$ cat src/rtl/cec_pkg.sv
// ----------------------------------------------------------------------------
// Contour edge crossing package
// Widths, payload types and helpers shared by the crossing pipeline.
// ----------------------------------------------------------------------------
`default_nettype none

package cec_pkg;

  localparam int DATA_WIDTH = 32;
  localparam int ALPHA_BITS = 24;
  localparam int DIFF_W     = DATA_WIDTH + 1;
  localparam int MAG_W      = DIFF_W;
  localparam int LO_W       = (MAG_W + 1) / 2;
  localparam int HI_W       = MAG_W - LO_W;
  localparam int PROD_W     = MAG_W + ALPHA_BITS;
  localparam int LP_W       = LO_W + ALPHA_BITS;
  localparam int HP_W       = HI_W + ALPHA_BITS;

  typedef struct packed {
    logic signed [DATA_WIDTH-1:0] start_value;
    logic signed [DATA_WIDTH-1:0] end_value;
    logic signed [DATA_WIDTH-1:0] start_x;
    logic signed [DATA_WIDTH-1:0] start_y;
    logic signed [DATA_WIDTH-1:0] end_x;
    logic signed [DATA_WIDTH-1:0] end_y;
  } edge_t;

  typedef struct packed {
    logic signed [DATA_WIDTH-1:0] crossing_x;
    logic signed [DATA_WIDTH-1:0] crossing_y;
  } crossing_t;

  typedef struct packed {
    logic signed [DATA_WIDTH-1:0] start_x;
    logic signed [DATA_WIDTH-1:0] start_y;
    logic [MAG_W-1:0]             dx_mag;
    logic [MAG_W-1:0]             dy_mag;
    logic                         dx_neg;
    logic                         dy_neg;
  } side_t;

  typedef struct packed {
    logic [MAG_W-1:0]      rem;
    logic [MAG_W-1:0]      den;
    logic [ALPHA_BITS-1:0] alpha;
    side_t                 side;
  } div_t;

  function automatic logic signed [DIFF_W-1:0] sx(input logic [DATA_WIDTH-1:0] v);
    sx = $signed({v[DATA_WIDTH-1], v});
  endfunction

  function automatic logic [MAG_W-1:0] mag(input logic signed [DIFF_W-1:0] v);
    logic signed [DIFF_W-1:0] n;
    n   = -v;
    mag = v[DIFF_W-1] ? MAG_W'(n) : MAG_W'(v);
  endfunction

endpackage

`default_nettype wire

$ cat src/rtl/cec_interp.sv
// ----------------------------------------------------------------------------
// Contour edge crossing interpolator
// Partial products, product sum, then the signed offset from the start point.
// ----------------------------------------------------------------------------
`default_nettype none

module cec_interp (
  input  wire logic          clk,
  input  wire logic          rst,
  input  wire logic          adv,
  input  wire logic          div_valid,
  input  wire cec_pkg::div_t div_data,
  output logic               out_valid,
  output cec_pkg::crossing_t out_data
);

  logic                               p_valid;
  logic [cec_pkg::LP_W-1:0]           px_lo, py_lo;
  logic [cec_pkg::HP_W-1:0]           px_hi, py_hi;
  logic signed [cec_pkg::DATA_WIDTH-1:0] p_sx, p_sy, s_sx, s_sy;
  logic                               p_xneg, p_yneg, s_xneg, s_yneg;

  logic                               s_valid;
  logic [cec_pkg::PROD_W-1:0]         sum_x, sum_y;
  logic [cec_pkg::DATA_WIDTH-1:0]     off_x, off_y;

  always_ff @(posedge clk) begin
    if (rst) begin
      p_valid   <= 1'b0;
      s_valid   <= 1'b0;
      out_valid <= 1'b0;
    end else if (adv) begin
      p_valid   <= div_valid;
      s_valid   <= p_valid;
      out_valid <= s_valid;
    end
  end

  always_ff @(posedge clk) begin
    if (adv) begin
      px_lo  <= cec_pkg::LP_W'(div_data.side.dx_mag[cec_pkg::LO_W-1:0]) *
                cec_pkg::LP_W'(div_data.alpha);
      py_lo  <= cec_pkg::LP_W'(div_data.side.dy_mag[cec_pkg::LO_W-1:0]) *
                cec_pkg::LP_W'(div_data.alpha);
      px_hi  <= cec_pkg::HP_W'(div_data.side.dx_mag[cec_pkg::MAG_W-1:cec_pkg::LO_W]) *
                cec_pkg::HP_W'(div_data.alpha);
      py_hi  <= cec_pkg::HP_W'(div_data.side.dy_mag[cec_pkg::MAG_W-1:cec_pkg::LO_W]) *
                cec_pkg::HP_W'(div_data.alpha);
      p_sx   <= div_data.side.start_x;
      p_sy   <= div_data.side.start_y;
      p_xneg <= div_data.side.dx_neg;
      p_yneg <= div_data.side.dy_neg;

      sum_x  <= (cec_pkg::PROD_W'(px_hi) << cec_pkg::LO_W) + cec_pkg::PROD_W'(px_lo);
      sum_y  <= (cec_pkg::PROD_W'(py_hi) << cec_pkg::LO_W) + cec_pkg::PROD_W'(py_lo);
      s_sx   <= p_sx;
      s_sy   <= p_sy;
      s_xneg <= p_xneg;
      s_yneg <= p_yneg;

      out_data.crossing_x <= s_xneg ? s_sx - $signed(off_x) : s_sx + $signed(off_x);
      out_data.crossing_y <= s_yneg ? s_sy - $signed(off_y) : s_sy + $signed(off_y);
    end
  end

  // The point lies between the endpoints, so the low word of the offset suffices.
  assign off_x = sum_x[cec_pkg::ALPHA_BITS +: cec_pkg::DATA_WIDTH];
  assign off_y = sum_y[cec_pkg::ALPHA_BITS +: cec_pkg::DATA_WIDTH];

endmodule

`default_nettype wire

$ cat config.mk
export PLATFORM = sky130hd
export DESIGN_NAME = cec_interp
export DESIGN_NICKNAME = d
export VERILOG_FILES = /design/src/rtl/cec_pkg.sv /design/src/rtl/cec_interp.sv
export SDC_FILE = /design/constraint.sdc
export NUM_CORES = 2
export LEC_CHECK = 0
export BUFFER_PORTS_ARGS = -buffer_cell sky130_fd_sc_hd__buf_2
export CAP_MARGIN = 20
export CORE_ASPECT_RATIO = 0.7
export CORE_UTILIZATION = 41
export DETAILED_ROUTE_END_ITERATION = 10
export PLACE_DENSITY = 0.57
export SETUP_SLACK_MARGIN = 0.1
export SLEW_MARGIN = 20
export SYNTH_ARGS = -nofsm -noshare
export SYNTH_HDL_FRONTEND = slang
export SYNTH_SLANG_ARGS = --single-unit
$ cat constraint.sdc
create_clock -name clk -period 10.7 [get_ports clk]
set_input_delay 2.14 -clock clk [delete_from_list [all_inputs] [get_ports clk]]
set_output_delay 2.14 -clock clk [all_outputs]
set_load 0.05 [all_outputs]
==> results.txt <==
The run finished with clean final reports. The critical path is of the input pin to flip-flop type. The root buffer cell is clkbuf_16. The number of different library cells used by synthesis comes to 80.

The number of endpoints failing setup at the final stage is 0. In this run, the number of DRC markers left after iteration 0 of detailed routing was 3156. The share of synthesized area in the top cell type comes to 0.3755.

The worst pin sits at a relative slew slack of 0.2472. The count of nets left with antenna violations once routing finished came out at 0. The core area came out at 163400 µm². The startpoint kind of the worst setup timing path is an input pin. The global-route total usage across every layer came out at 0.2188. The worst clock skew on the final layout is 0.03505 ns. The number of enable-type register cells in the synthesized netlist came out at 386.

The multiplexer area fraction after synthesis came out at 0.0008897. The number of vias per cell is 5.043. The number of antenna violations at the first check in global routing is 24.

The final weighted congestion of routability-driven global placement came out at 0.8576. The clock sink count is 389. Synthesis inferred 389 register bits.

The fraction of layout cells with a size suffix above 1 is 0.05648. The later pin in the worst-skew pair is clocked with a latency of 0.63 ns. For this block, the routed nets add up to 176700 µm of wire. In this run the worst hold path is classified as flip-flop to flip-flop.

The fraction of the mapped netlist area in compound gates came out at 0.05489. Summed over all instances, the cell type with the most area after synthesis is fa_1. The number of global-route vias before repair is 49980. After detailed routing, the average wire length per cell comes to 18.86 µm.

The count of input and output buffers came out at 224. TritonCTS built the clock tree. The total overflow left after global routing is 0. The total nets after synthesis came out at 9124. The library cells used most frequently in the layout, excluding fill and tap cells, are inv_1 (1569), fa_1 (1266), nand2_1 (1036), and2_1 (640), ha_1 (552). Measured along the x axis, the die boundary spans 487.0 µm.

The post-synthesis cell count is 7080. Yosys attributes the largest share of cell area to fa_1 (38%), edfxtp_1 (17%), ha_1 (10%). The count of synthesis-stage warnings from yosys is 0. Of the available clock period, the critical path in the final layout requires 0.8438. The final-report max-slew violation count came out at 0. The largest net degree at the start of global routing is 95. For flop-to-flop paths, the worst setup slack is 5.32 ns. The total vias in the final route is 47250. The library cell used most frequently in the layout, excluding fill and tap cells, is inv_1.

The fmax came out at 0.1108 GHz. The number of optimization iterations in the first detailed-route pass came out at 5. The number of gates given a new drive strength after cts is 0.

The transition time of the tightest slew-check pin is 1.129 ns. The synthesized area is 67500 µm². The count of buffers added by post-CTS timing repair for setup is 0.

The final number of hold-violating endpoints is 0. The clock tree synthesis step divided the H-tree into 2 levels. From synthesis to final layout, the design area changed by 7.437%.

The final total negative setup slack is 0 ns. The signal arrival time at the worst endpoint is 9.36 ns. The die covers 166300 µm². Of the total synthesized cell area, the portion taken by full adders, half adders and majority gates is 0.4778. The detailed placement HPWL is 135500 µm. After synthesis, the largest family of logic cells by area is adder cells. The starting utilization of the core area is 0.4132.

The post-cts hold buffer count came out at 0. For this design the top-level I/O count stands at 291. The minimum clock period came out at 9.029 ns. Counting the buffers created by CTS gives 48. The height of the die is 341.5 µm. The fraction of registers with async set/reset came out at 0. The fraction of the yosys area taken by sequential cells is 0.1726. The maximum fanout along the worst path came out at 30. The clock passes through at most 3 buffers.

The final net count came out at 9160. The number of rows in the core area came out at 124. The data required time at the worst endpoint is 11.03 ns.

The xor/xnor cell area share of the yosys netlist is 0.03776. STA classifies the critical path endpoint as a flip-flop. The wire length of the first global-routing pass is 284100 µm. The final routed DRC violation total came out at 0. The max-cap check violation count is 0. The fraction of the mapped netlist area in simple logic gates is 0.1510. The mean cell area of the mapped netlist is 9.534 µm². Setup repair after global routing left no endpoint under its margin.

In the synthesized netlist the dominant register cell turns out to be edfxtp_1. After clock tree synthesis, the clock-pin slew on the worst setup and hold paths is 0.08 ns.
[worst max-delay path, stage by stage]
cell and delay (ns):
buf_2 0.78, nand2_1 0.19, fa_1 0.59, inv_1 0.06, fa_1 0.52, inv_1 0.06, fa_1 0.50, inv_1 0.06
fa_1 0.45, fa_1 0.51, inv_1 0.05, fa_1 0.47, inv_1 0.04, ha_1 0.31, and3_1 0.19, and2_1 0.15
a221o_1 0.38, a211oi_1 0.53, o21ai_1 0.25, a31oi_2 0.36, o21ai_1 0.19, a21oi_1 0.25, o21bai_1 0.11, xor2_1 0.16
[worst paths after layout]
check	startpoint	to	depth (start not counted)
worst max-delay path	div_data[146]	px_lo[36]$_DFFE_PP_	24
worst min-delay path	p_sy[31]$_DFFE_PP_	s_sy[31]$_DFFE_PP_	0
worst max register to register	sum_x[24]$_DFFE_PP_	out_data[61]$_DFFE_PP_	19
worst min register to register	p_sy[31]$_DFFE_PP_	s_sy[31]$_DFFE_PP_	0
[final cells by class]
class                      instances  area [µm²]
timing repair buffer             306        1834
multi-input combinational       4802       48760
antenna                           12       30.03
clock inverter                    27       309.0
sequential                       389       11650
inverter                        1569        5889
clock buffer                      60        1289
fill                           15730       90850
tap                             2205        2759
[synthesized netlist by cell type, drive strengths merged, types with 5 or more instances]
cell / instances
a221oi: 7
xnor2: 224
o21ai: 99
nand4: 35
a21boi: 6
nand3: 31
a211oi: 11
and2: 641
a31oi: 20
ha: 552
mux2i: 6
or2: 8
a311oi: 5
nor3: 57
nor2b: 26
a2111oi: 8
clkbuf: 314
a41oi: 7
xor2: 67
edfxtp: 386
inv: 1569
nor2: 183
and3: 29
o31ai: 8
nand2b: 35
or3: 13
o211ai: 6
nand2: 1036
o21a: 37
o21bai: 25
o2111ai: 6
a211o: 5
and4: 11
nand3b: 6
buf: 6
a21o: 97
a21oi: 189
fa: 1266
[cells by family (layout without fill, tap and decap cells)]
family                   Yosys count  count (layout)
AO/OA/AOI/OAI                    563             563
XOR/XNOR                         291             291
adder cells (fa/ha/maj)         1818            1818
buffers and inverters           1889            1962
flip-flops                       389             389
multiplexers                       6               6
other                              0              12
AND/OR/NAND/NOR                 2124            2124
[stage by stage]
stage | setup WS [ns] | instance area (µm²) | cells | util | hold slack, ns
2_1_floorplan | 2.193 | 67500 | 7080 | - | 0.4003
3_3_place_gp | 1.157 | 70890 | 9271 | 0.4339 | 0.4025
3_5_place_dp | 1.081 | 70890 | 9271 | 0.4339 | 0.4045
4_1_cts | 1.734 | 72490 | 9358 | 0.4437 | 0.4034
5_1_grt | 1.359 | 72520 | 9369 | 0.4439 | 0.4182
6_report | 1.671 | 72520 | 9370 | 0.4439 | 0.4103
[flip-flops by register name, indices dropped and copies added, names as in the netlist, 24 cells and up]
name      count
s_sy         32
px_hi        39
p_sx         32
s_sx         32
sum_y        32
out_data     64
py_lo        24
p_sy         32
sum_x        32
py_hi        39
px_lo        24
[routing by layer]
| layer | part of all wire | track usage | wire [µm] | vias up |
|---|---|---|---|---|
| met5 | 0.00025 | 0 | 44 | - |
| met4 | 0.014 | 0.04114 | 2500 | 8 |
| met3 | 0.075 | 0.03516 | 13190 | 173 |
| met2 | 0.42 | 0.3245 | 74650 | 1480 |
| met1 | 0.49 | 0.3364 | 86300 | 24080 |
| li1 | - | - | - | 21510 |
Power is left out: the tool's default activity adds up to more than one toggle a clock period on the data nets, which glitch-free logic cannot reach.
