**config.mk**
```make
export PLATFORM = sky130hd
export DESIGN_NAME = cec_front
export DESIGN_NICKNAME = d
export VERILOG_FILES = /design/src/rtl/cec_pkg.sv /design/src/rtl/cec_front.sv
export SDC_FILE = /design/constraint.sdc
export NUM_CORES = 1
export LEC_CHECK = 0
export ABC_CLOCK_PERIOD_IN_PS = 5450
export BUFFER_PORTS_ARGS = -buffer_cell sky130_fd_sc_hd__buf_2
export CORE_AREA = 2 2 288 148
export CTS_BUF_LIST = sky130_fd_sc_hd__clkbuf_8
export DETAILED_ROUTE_END_ITERATION = 12
export DIE_AREA = 0 0 290 150
export PLACE_DENSITY = 0.85
export SYNTH_ARGS = -nofsm -noshare
export SYNTH_HDL_FRONTEND = slang
export SYNTH_SLANG_ARGS = --single-unit
```
**constraint.sdc**
```tcl
create_clock -name clk -period 5.45 [get_ports clk]
set_input_delay 0.545 -clock clk [delete_from_list [all_inputs] [get_ports clk]]
set_output_delay 0.545 -clock clk [all_outputs]
set_load 0.01 [all_outputs]
```
**src/rtl/cec_pkg.sv**
```systemverilog
// ----------------------------------------------------------------------------
// Contour edge crossing package
// Widths, payload types and helpers shared by the crossing pipeline.
// ----------------------------------------------------------------------------
`default_nettype none

package cec_pkg;

  localparam int DATA_WIDTH = 32;
  localparam int ALPHA_BITS = 24;
  localparam int DIFF_W     = DATA_WIDTH + 1;
  localparam int MAG_W      = DIFF_W;
  localparam int LO_W       = (MAG_W + 1) / 2;
  localparam int HI_W       = MAG_W - LO_W;
  localparam int PROD_W     = MAG_W + ALPHA_BITS;
  localparam int LP_W       = LO_W + ALPHA_BITS;
  localparam int HP_W       = HI_W + ALPHA_BITS;

  typedef struct packed {
    logic signed [DATA_WIDTH-1:0] start_value;
    logic signed [DATA_WIDTH-1:0] end_value;
    logic signed [DATA_WIDTH-1:0] start_x;
    logic signed [DATA_WIDTH-1:0] start_y;
    logic signed [DATA_WIDTH-1:0] end_x;
    logic signed [DATA_WIDTH-1:0] end_y;
  } edge_t;

  typedef struct packed {
    logic signed [DATA_WIDTH-1:0] crossing_x;
    logic signed [DATA_WIDTH-1:0] crossing_y;
  } crossing_t;

  typedef struct packed {
    logic signed [DATA_WIDTH-1:0] start_x;
    logic signed [DATA_WIDTH-1:0] start_y;
    logic [MAG_W-1:0]             dx_mag;
    logic [MAG_W-1:0]             dy_mag;
    logic                         dx_neg;
    logic                         dy_neg;
  } side_t;

  typedef struct packed {
    logic [MAG_W-1:0]      rem;
    logic [MAG_W-1:0]      den;
    logic [ALPHA_BITS-1:0] alpha;
    side_t                 side;
  } div_t;

  function automatic logic signed [DIFF_W-1:0] sx(input logic [DATA_WIDTH-1:0] v);
    sx = $signed({v[DATA_WIDTH-1], v});
  endfunction

  function automatic logic [MAG_W-1:0] mag(input logic signed [DIFF_W-1:0] v);
    logic signed [DIFF_W-1:0] n;
    n   = -v;
    mag = v[DIFF_W-1] ? MAG_W'(n) : MAG_W'(v);
  endfunction

endpackage

`default_nettype wire

```
**src/rtl/cec_front.sv**
```systemverilog
// ----------------------------------------------------------------------------
// Contour edge crossing front end
// Two stages: level differences, then crossing test and magnitudes.
// ----------------------------------------------------------------------------
`default_nettype none

module cec_front (
  input  wire logic                                 clk,
  input  wire logic                                 rst,
  input  wire logic                                 adv,
  input  wire logic                                 in_take,
  input  wire cec_pkg::edge_t                       in_data,
  input  wire logic [cec_pkg::DATA_WIDTH-1:0]       level,
  output logic                                      front_valid,
  output cec_pkg::div_t                             front_data
);

  typedef struct packed {
    logic signed [cec_pkg::DIFF_W-1:0]     da;
    logic signed [cec_pkg::DIFF_W-1:0]     db;
    logic signed [cec_pkg::DIFF_W-1:0]     dv;
    logic signed [cec_pkg::DIFF_W-1:0]     dx;
    logic signed [cec_pkg::DIFF_W-1:0]     dy;
    logic signed [cec_pkg::DATA_WIDTH-1:0] start_x;
    logic signed [cec_pkg::DATA_WIDTH-1:0] start_y;
  } diff_t;

  logic  a_valid;
  diff_t a_data;
  logic  a_cross;

  always_ff @(posedge clk) begin
    if (rst) begin
      a_valid <= 1'b0;
    end else if (adv) begin
      a_valid <= in_take;
    end
  end

  always_ff @(posedge clk) begin
    if (adv) begin
      a_data.da      <= cec_pkg::sx(in_data.start_value) - cec_pkg::sx(level);
      a_data.db      <= cec_pkg::sx(in_data.end_value) - cec_pkg::sx(level);
      a_data.dv      <= cec_pkg::sx(in_data.start_value) - cec_pkg::sx(in_data.end_value);
      a_data.dx      <= cec_pkg::sx(in_data.end_x) - cec_pkg::sx(in_data.start_x);
      a_data.dy      <= cec_pkg::sx(in_data.end_y) - cec_pkg::sx(in_data.start_y);
      a_data.start_x <= in_data.start_x;
      a_data.start_y <= in_data.start_y;
    end
  end

  // Opposite strict signs; the denominator is then |start - end|.
  assign a_cross = (a_data.da != '0) && (a_data.db != '0) &&
                   (a_data.da[cec_pkg::DIFF_W-1] != a_data.db[cec_pkg::DIFF_W-1]);

  always_ff @(posedge clk) begin
    if (rst) begin
      front_valid <= 1'b0;
    end else if (adv) begin
      front_valid <= a_valid && a_cross;
    end
  end

  always_ff @(posedge clk) begin
    if (adv) begin
      front_data.rem          <= cec_pkg::mag(a_data.da);
      front_data.den          <= cec_pkg::mag(a_data.dv);
      front_data.alpha        <= '0;
      front_data.side.start_x <= a_data.start_x;
      front_data.side.start_y <= a_data.start_y;
      front_data.side.dx_mag  <= cec_pkg::mag(a_data.dx);
      front_data.side.dy_mag  <= cec_pkg::mag(a_data.dy);
      front_data.side.dx_neg  <= a_data.dx[cec_pkg::DIFF_W-1];
      front_data.side.dy_neg  <= a_data.dy[cec_pkg::DIFF_W-1];
    end
  end

endmodule

`default_nettype wire

```
==> summary.txt, run 1 <==
Synth area leaders: edfxtp_1 53%, ha_1 8.5%, xnor2_1 7.6%
Critical path, cell by cell: or4_1 > or4_1 > nor4_1 > nand2_1 > nor2_1 > nand3_1 > or3_1 > nor4_1 > ha_1 > and2_1
Hold Path Cell Cnt: 2
Largest stage delay, worst path: 580 ps
Die area: 0.0435 sq mm
M1 WL: 32500 microns
Clk buf depth: 3
Row count: 53
Top delay family on crit path: simple AND/OR/NAND/NOR gates
Vias in the first global route: 17.5k
Worst skew pair latency: 650 ps
R2R Setup Slk: 1910 ps
Seq/Total Area, Yosys: 0.529
Critical Path Start Type: flop
Metal3 WL: 8680 microns
IO Pins: 451
Starting Density: 0.590
Final wirelength: 71400 microns
CTS Sinks: 429
Clock skew: 62.2 ps
Wire length per cell: 22.4 microns
Post-synth top area cell: edfxtp_1
First-pass GRT wire length: 105000 microns
Final number of hold-violating endpoints: 0
Total CTS buffers: 60
PortBufs: 426
CP Buf/Inv Count: 0
Crit Path Max Fanout: 5
Crit path DAT: 3950 ps
Fmax: 283 MHz
Top routing layer in use: met5
Worst reg2reg path endpoint: front_data[221]
Worst Path Required: 5860 ps
RSZ-0062 raised after global routing: false
Proportion of layout cells with a drive suffix above 1: 0.201
Power per cell area: 323 mW/mm^2
Clock root buffer: clkbuf_8
Cells after synthesis: 2134
Post_cts resized: 0
Commonest cells post-synth: 427 x edfxtp_1, 212 x xnor2_1, 195 x inv_1
Met2 wire length: 28700 microns
CP Launch Point: a_data[198]
Crit. End Element: flop
Final Max Slew Viols: 0
Reg2reg start: a_data[198]
Core area: 0.0412 sq mm
DRT antenna net count: 0
GPL Wtd Cong: 1.07
Post-route setup slack: 1910 ps
Fin crit share: 0.649
Overall via count from detail_route: 18.9k
WP depth: 10
Die Ht: 150 microns
Kind of critical path: flop to flop
Post-layout minimum cycle time: 3540 ps
NumNets Final: 2986
Worst-Margin Slew: 1090 ps
EDFF count, synth: 427
GRT Util Overall: 0.319
Setup TNS: 0 ps
Setup crit end: front_data[221]
MaxCap Viol Count: 0
Initial antenna violation count: 12
H-tree depth: 2
Worst hold path class: primary input to flop
DR iter-0 viols: 2464
Die Wd: 290 microns
Largest net degree at the start of global routing: 77
CTS Hold Buffers Added: 0
FF-to-FF path depth: 10
Layout overhead on the synthesized area: 15.5%
Post-DP HPWL: 57200 microns
Final-report setup violation count: 0
Clock transition at path regs: 70 ps
Pleak: 11.9 nW
Drt pass-1 iters: 9
Synth cell types: 69
Place WS: 1440 ps
Grt total ovfl: 0
Layout Utilization: 0.682
Post-CTS Setup Bufs: 0
Most used DFF post-synth: edfxtp_1
Count leader, synth: edfxtp_1
Status: complete, no violations
Slew headroom: 0.274
Flop and latch count out of synthesis: 429
Total power: 0.00908 W
Vias/cell: 5.92
FFs w/ async S/R, synth: 0
Synth warn: 0
Share of the synthesized area in the top cell type: 0.528
Average size of a mapped cell: 11.4 sq um
Synth Cell Area: 0.0243 sq mm
CTS tree: done
Drt drc: 0
Peak supply drop: 0.211 mV
Critical Path Slowest Stage Cell: or4_1
==> area by class of cell <==
type | count | area (sq um)
fill | 3026 | 13100
sequential | 429 | 12900
multi-input combinational | 1468 | 10500
timing repair buffer | 434 | 2200
clock buffer | 60 | 826
inverter | 195 | 732
tap | 550 | 688
clock inverter | 49 | 280
antenna | 11 | 27.5
==> per-stage QoR <==
stage / hold slack (ps) / cell area [sq um] / cells
4_1_cts: 6.24 / 28000 / 3185
6_report: 52.0 / 28100 / 3196
2_1_floorplan: 400 / 24400 / 2157
5_1_grt: 14.4 / 28100 / 3195
3_3_place_gp: 400 / 26900 / 3076
3_5_place_dp: 405 / 26900 / 3076
==> cells in the final DEF, fill, tap and decap left out, types with 6 or more instances in the layout <==
cell,instances
buf_2,425
o21ai_0,113
nor2_1,109
nand2_1,133
diode_2,11
ha_1,165
clkinv_1,16
nor3_1,25
a21oi_1,129
nand4_1,21
xor2_1,40
o21bai_1,21
or4_1,14
buf_4,8
nor4_1,16
a211oi_1,11
clkbuf_8,60
clkinv_2,12
a21o_1,73
edfxtp_1,427
xnor2_1,212
and2_1,8
o31ai_1,47
a221oi_1,6
inv_1,210
o211ai_1,11
nand3_1,30
a41oi_1,7
or3_1,36
and4_1,7
nor2b_1,26
nand2b_1,26
o21a_1,22
a31oi_1,28
o41ai_1,15
and3_1,14
conb_1,24
==> worst min path at each step <==
stage	start	endpoint	slack, ps
final	rst	a_valid	50
after global routing	rst	a_valid	10
after CTS	rst	a_valid	6
after detailed placement	a_data[43]	front_data[111]	400
after global placement	a_data[26]	front_data[94]	400
after floorplan	a_data[32]	front_data[100]	400
==> worst reg2reg max path: stages (launching register included) <==
cell and delay (ps):
edfxtp_1 470, or4_1 580, or4_1 490, nor4_1 190
nand2_1 110, nor2_1 120, nand3_1 170, or3_1 460
nor4_1 310, ha_1 290, and2_1 150
==> power breakdown <==
part | total, W | internal [W] | switching [W]
Sequential | 0.00453 | 0.00425 | 0.000283
Clock | 0.00240 | 0.00113 | 0.00126
Combinational | 0.00215 | 0.000861 | 0.00129
Total | 0.00908 | 0.00625 | 0.00283
==> state kept, by name, indices dropped and copies added (netlist names) <==
| name | flops |
|---|---|
| a_data | 229 |
| a_valid | 1 |
| front_data | 198 |
| front_valid | 1 |
==> cell families after synthesis <==
| logic type | share of synthesized area |
|---|---|
| flip-flops | 0.529 |
| other | 0.000154 |
| XOR/XNOR | 0.0908 |
| AO/OA/AOI/OAI | 0.145 |
| multiplexers | 0.00252 |
| adder cells (fa/ha/maj) | 0.0891 |
| buffers and inverters | 0.0439 |
| AND/OR/NAND/NOR | 0.0987 |
==> routing by layer <==
layer / vias to the layer above / track usage
li1: 8756 / -
met1: 8978 / 0.495
met2: 1094 / 0.429
met3: 103 / 0.0958
met4: 2 / 0.0839
met5: - / 0
Power figures use the tool's default switching activity.
==> inputs of run 2 (changes only) <==
==> config.mk (replaced) <==
export PLATFORM = sky130hd
export DESIGN_NAME = cec_front
export DESIGN_NICKNAME = d
export VERILOG_FILES = /design/src/rtl/cec_pkg.sv /design/src/rtl/cec_front.sv
export SDC_FILE = /design/constraint.sdc
export NUM_CORES = 1
export LEC_CHECK = 0
export ABC_CLOCK_PERIOD_IN_PS = 3050
export BUFFER_PORTS_ARGS = -buffer_cell sky130_fd_sc_hd__buf_2
export CORE_AREA = 2 2 306 157
export CTS_BUF_LIST = sky130_fd_sc_hd__clkbuf_8
export DETAILED_ROUTE_END_ITERATION = 12
export DIE_AREA = 0 0 308 159
export PLACE_DENSITY = 0.79
export SYNTH_ARGS = -nofsm -noshare
export SYNTH_HDL_FRONTEND = slang
export SYNTH_SLANG_ARGS = --single-unit
==> constraint.sdc (replaced) <==
create_clock -name clk -period 3.05 [get_ports clk]
set_input_delay 0.305 -clock clk [delete_from_list [all_inputs] [get_ports clk]]
set_output_delay 0.305 -clock clk [all_outputs]
set_load 0.01 [all_outputs]
==> run 2 against run 1 <==
Net effect: the run now ends with negative setup slack left; die area rose by 13%; combinational power rose by 100%; final cell count rose by 9.6%; largest cell class unchanged; sequential power rose by 79%; sequential share of layout area fell by 3.7 points.
==> summary.txt, run 2 (same netlist as run 1, synthesis figures left out) <==
Status: finished with violations
Failing checks: negative setup slack
Int Pwr: 0.0114 W (+83%)
Placed Instances: 3302 (+7.3%)
Worst hold path class: primary input to flop
Grt total ovfl: 0 (unchanged)
Kind of critical path: flop to flop
Fill cell count: 3559 (+18%)
Most frequent cells in the layout: 427 x edfxtp_1, 425 x buf_2, 211 x xnor2_1
PortBufs: 426 (unchanged)
Clock skew: 29.0 ps (-33.2 ps)
MaxCap Viol Count: 0 (unchanged)
Max reg flops: 229 (unchanged)
First-pass GRT wire length: 113000 microns (+7.7%)
GRT Util Overall: 0.304 (-0.0160)
Design Area, Final: 0.0306 sq mm (+8.9%)
Place WS: -360 ps (-1800 ps)
Final Max Slew Viols: 0 (unchanged)
Vias in the first global route: 19.0k (+8.6%)
CTS Sinks: 429 (unchanged)
Post-route setup slack: -118 ps (-2030 ps)
Core area: 0.0462 sq mm (+12%)
Fin crit share: 1.04 (+0.389)
Wire length per cell: 21.9 microns (-2.1%)
Reg power frac: 0.488 (-0.011)
Proportion of layout cells with a drive suffix above 1: 0.264 (+0.0633)
Final number of hold-violating endpoints: 0 (unchanged)
Starting Density: 0.525 (-0.0646)
Die area: 0.0490 sq mm (+13%)
Post-layout minimum cycle time: 3170 ps (-371 ps)
DRT antenna net count: 0 (unchanged)
Switching share of power: 0.313 (+0.000791)
Critical Path Start Type: flop
Vias/cell: 5.71 (-3.6%)
Slew headroom: 0.0806 (-0.193)
Clock root buffer: clkbuf_8
Setup TNS: -788 ps (-788 ps)
IO Pins: 451 (unchanged)
Drt drc: 0 (unchanged)
Drt pass-1 iters: 8 (-1)
R2R Setup Slk: -120 ps (-2030 ps)
Worst Path Required: 3520 ps (-2340 ps)
Initial antenna violation count: 16 (+4)
Reg2reg start: a_data[84]
Setup crit end: front_data[34]
Clock share of power: 0.251 (-0.013)
Die Ht: 159 microns (+6.0%)
Pleak: 13.1 nW (+11%)
Row count: 56 (+5.7%)
Clk buf depth: 3 (unchanged)
Most common cell after layout, fill and taps aside: edfxtp_1
Die Wd: 308 microns (+6.2%)
Biggest regs: a_data (229), front_data (198)
Crit. End Element: flop
H-tree depth: 2 (unchanged)
Power per cell area: 544 mW/mm^2 (+68%)
Most flop-heavy register: a_data
Placed standard-cell area: 0.0284 sq mm (+5.2%)
Layout overhead on the synthesized area: 25.8%
FF-to-FF path depth: 7 (-3)
CP Launch Point: a_data[84]
Worst-Margin Slew: 1380 ps (+290 ps)
GPL Wtd Cong: 1.07 (+0.26%)
RSZ-0062 raised after global routing: true
CTS tree: done
NumNets Final: 3234 (+8.3%)
Crit path DAT: 3640 ps (-310 ps)
Final-report setup violation count: 13 (+13)
Clock transition at path regs: 80 ps (about the same)
Worst reg2reg path endpoint: front_data[34]
Fmax: 316 MHz (+12%)
Peak supply drop: 0.385 mV (+82%)
Hold slack: 70.3 ps (+18.3 ps)
DR iter-0 viols: 2289 (-7.1%)
Worst skew pair latency: 660 ps (about the same)
Crit Path Max Fanout: 3 (-2)
Post-Layout Cell Count: 3502 (+9.6%)
Final wirelength: 76600 microns (+7.3%)
Comb power frac: 0.261 (+0.025)
Overall via count from detail_route: 20.0k (+5.6%)
Total CTS buffers: 60 (unchanged)
Sw power: 0.00520 W (+84%)
Largest net degree at the start of global routing: 71 (-7.8%)
Post-DP HPWL: 60500 microns (+5.8%)
## run 2: cell count changes in the layout (fill, tap and decap cells not counted), moves of 7 or more
| cell | before | now |
|---|---|---|
| dlygate4sd3_1 | 0 | 67 |
| or4_1 | 14 | 7 |
| or4_4 | 1 | 8 |
| o21ai_2 | 0 | 7 |
| or3_1 | 36 | 17 |
| or3_4 | 2 | 21 |
| buf_4 | 8 | 184 |
## run 2: metal layers
layer	wire, microns	track usage	up-vias
met5	0	0	-
met1	34500	0.458	9546
li1	-	-	9248
met3	8360	0.0924	137
met4	2250	0.102	0
met2	31500	0.412	1067
## run 2: worst min path at each step
stage / from / slack (ps) / cells after the start / endpoint
6_report: in_data[64] / 70 / 3 / a_data[64]
5_1_grt: in_data[64] / 40 / 3 / a_data[64]
3_3_place_gp: a_data[27] / 400 / 0 / front_data[95]
3_5_place_dp: a_data[41] / 400 / 0 / front_data[109]
2_1_floorplan: rst / 380 / 1 / a_valid
4_1_cts: in_data[64] / 30 / 3 / a_data[64]
## run 2: critical path, cell delays in order, from the launching register on
cell and delay (ps):
edfxtp_1 400, or4_4 550, or3_4 340, or3_4 330
or3_4 340, or3_4 360, or3_4 380, nor4b_4 280
## run 2: power by group through the flow
stage | clock network [W] | logic (W) | registers (W)
after global routing | 0.00451 | 0.00466 | 0.00818
after global placement | 0 | 0.00399 | 0.00812
after CTS | 0.00425 | 0.00420 | 0.00808
after detailed placement | 0 | 0.00409 | 0.00818
after floorplan | 0 | 0.00214 | 0.00823
final | 0.00417 | 0.00434 | 0.00811
## run 2: final cells by class
type                       count  area [sq um]  area share
antenna                       15          37.5     0.00123
clock buffer                  61           840      0.0275
clock inverter                43           229     0.00749
inverter                     195           732      0.0239
multi-input combinational   1468         10800       0.354
sequential                   429         12900       0.421
tap                          609           762      0.0249
timing repair buffer         682          4290       0.141
## run 2: metrics by stage
step / utilization / total power (W)
floorplan: - / 0.0104
global placement: 0.613 / 0.0121
detailed placement: 0.613 / 0.0123
CTS: 0.655 / 0.0165
global route: 0.661 / 0.0174
finish: 0.661 / 0.0166
## run 2: repair_timing
item                                    4_1_cts  5_1_grt
buffers inserted                              4       10
hold endpoints to repair                     67        0
resized for setup                            35       35
endpoints found under the setup margin       18       39
hold buffers                                 67        0
pin swaps                                     9       14
==> inputs of run 3 (changes only) <==
--- a/config.mk
+++ b/config.mk
@@ -12,6 +12,7 @@
 export DETAILED_ROUTE_END_ITERATION = 12
 export DIE_AREA = 0 0 308 159
 export PLACE_DENSITY = 0.79
+export SKIP_CTS_REPAIR_TIMING = 1
 export SYNTH_ARGS = -nofsm -noshare
 export SYNTH_HDL_FRONTEND = slang
 export SYNTH_SLANG_ARGS = --single-unit
==> run 3 against run 2 <==
Net effect: the flow still finishes with violations (negative setup slack); combinational power is essentially flat; global-route usage down 0.65 points; non-clock buffer count shrank 5; fmax is 2.9% lower.
==> summary.txt, run 3 (same netlist as run 1, synthesis figures left out) <==
Critical Path Start Type: flop
Total power: 0.0166 W (about the same)
First-pass GRT wire length: 110000 microns (-2.2%)
Place WS: -360 ps (unchanged)
Crit path DAT: 3660 ps (+20 ps)
Row count: 56 (unchanged)
Fmax: 307 MHz (-2.9%)
Switching share of power: 0.313 (about the same)
Max reg flops: 229 (unchanged)
Wire length per cell: 21.9 microns (about the same)
Fill cell count: 3573 (+0.39%)
Drt pass-1 iters: 6 (-2)
Failing checks: negative setup slack
Int Pwr: 0.0114 W (about the same)
Status: finished with violations
Fin crit share: 1.07 (+0.0310)
Worst hold path class: primary input to flop
Overall via count from detail_route: 20.0k (+0.13%)
Die area: 0.0490 sq mm (unchanged)
Vias in the first global route: 18.5k (-2.4%)
Total CTS buffers: 60 (unchanged)
NumNets Final: 3229 (-0.15%)
Most common cell after layout, fill and taps aside: edfxtp_1
GRT Util Overall: 0.297 (-0.00653)
Crit Path Max Fanout: 5 (+2)
Layout Utilization: 0.659 (-0.00181)
Largest net degree at the start of global routing: 71 (unchanged)
Post-route setup slack: -212 ps (-94.5 ps)
CTS tree: done
Final wirelength: 76500 microns (-0.21%)
Power per cell area: 545 mW/mm^2 (+0.21%)
Worst skew pair latency: 660 ps (about the same)
Post-DP HPWL: 60500 microns (unchanged)
Pleak: 13.1 nW (-0.23%)
Worst Path Required: 3440 ps (-80 ps)
Design Area, Final: 0.0305 sq mm (-0.27%)
Clock skew: 22.9 ps (-6.11 ps)
Core area: 0.0462 sq mm (unchanged)
Final-report setup violation count: 15 (+2)
Placed standard-cell area: 0.0284 sq mm (unchanged)
CTS Sinks: 429 (unchanged)
Comb power frac: 0.260 (about the same)
Peak supply drop: 0.385 mV (about the same)
RSZ-0062 raised after global routing: true
DR iter-0 viols: 2326 (+1.6%)
IO Pins: 451 (unchanged)
Grt total ovfl: 0 (unchanged)
Most frequent cells in the layout: 427 x edfxtp_1, 425 x buf_2, 211 x xnor2_1
Drt drc: 0 (unchanged)
PortBufs: 426 (unchanged)
Most flop-heavy register: a_data
Sw power: 0.00519 W (-0.11%)
MaxCap Viol Count: 0 (unchanged)
Clk buf depth: 3 (unchanged)
Biggest regs: a_data (229), front_data (198)
DRT antenna net count: 0 (unchanged)
Layout overhead on the synthesized area: 25.4%
Worst-Margin Slew: 1350 ps (-29.0 ps)
Proportion of layout cells with a drive suffix above 1: 0.261 (-0.00302)
Die Ht: 159 microns (unchanged)
Final Max Slew Viols: 0 (unchanged)
Final number of hold-violating endpoints: 0 (unchanged)
Clock root buffer: clkbuf_8
Die Wd: 308 microns (unchanged)
Starting Density: 0.525 (unchanged)
Clock transition at path regs: 70 ps (about the same)
Clock share of power: 0.252 (about the same)
Reg power frac: 0.488 (about the same)
Slew headroom: 0.0999 (+0.0193)
Crit. End Element: flop
H-tree depth: 2 (unchanged)
GPL Wtd Cong: 1.07 (unchanged)
Vias/cell: 5.72 (+0.24%)
Post-layout minimum cycle time: 3260 ps (+94.5 ps)
Initial antenna violation count: 16 (unchanged)
Kind of critical path: flop to flop
[run 3: power groups by stage]
stage | sequential (W) | combinational, W | clock [W]
5_1_grt | 0.00818 | 0.00464 | 0.00451
3_3_place_gp | 0.00812 | 0.00399 | 0
4_1_cts | 0.00806 | 0.00411 | 0.00425
6_report | 0.00810 | 0.00433 | 0.00418
3_5_place_dp | 0.00818 | 0.00409 | 0
2_1_floorplan | 0.00823 | 0.00214 | 0
[run 3: final cells by class]
| cell class | instances | area (sq um) | share of cell area |
|---|---|---|---|
| inverters | 195 | 732 | 0.0240 |
| repair buffers | 677 | 4250 | 0.140 |
| well taps | 609 | 762 | 0.0250 |
| clock inverters | 43 | 229 | 0.00751 |
| clock buffers | 61 | 840 | 0.0275 |
| diodes | 16 | 40.0 | 0.00131 |
| flip-flops and latches | 429 | 12900 | 0.422 |
| multi-input cells | 1468 | 10800 | 0.353 |
[run 3: worst max-delay path: stages, from the launching register on]
cell      delay (ps)
edfxtp_1         400
or4_4            560
or3_4            350
or3_4            370
or3_4            350
or3_4            350
inv_2             80
nand2_4           70
o41ai_4          340
xnor2_1          130
[run 3: final timing paths]
path	startpoint	to	slack, ps	depth (start not counted)
max reg2reg	a_data[136]	front_data[185]	-210	9
min	in_data[96]	a_data[97]	40	3
max	a_data[136]	front_data[185]	-210	9
min reg2reg	a_data[36]	front_data[104]	400	0
[run 3: stage by stage]
stage	hold WS (ps)	setup TNS [ps]	cells
3_5_place_dp	405	-7360	3302
3_3_place_gp	400	-3560	3302
4_1_cts	-233	-2250	3406
2_1_floorplan	377	-309	2157
6_report	44.8	-1470	3498
5_1_grt	6.60	-2960	3497
[run 3: layer usage]
layer / up-vias / wire [microns] / global-route usage
li1: 9254 / - / -
met1: 9539 / 34200 / 0.452
met2: 1080 / 31400 / 0.396
met3: 149 / 8650 / 0.0945
met4: 2 / 2170 / 0.0953
met5: - / 96 / 0.0145
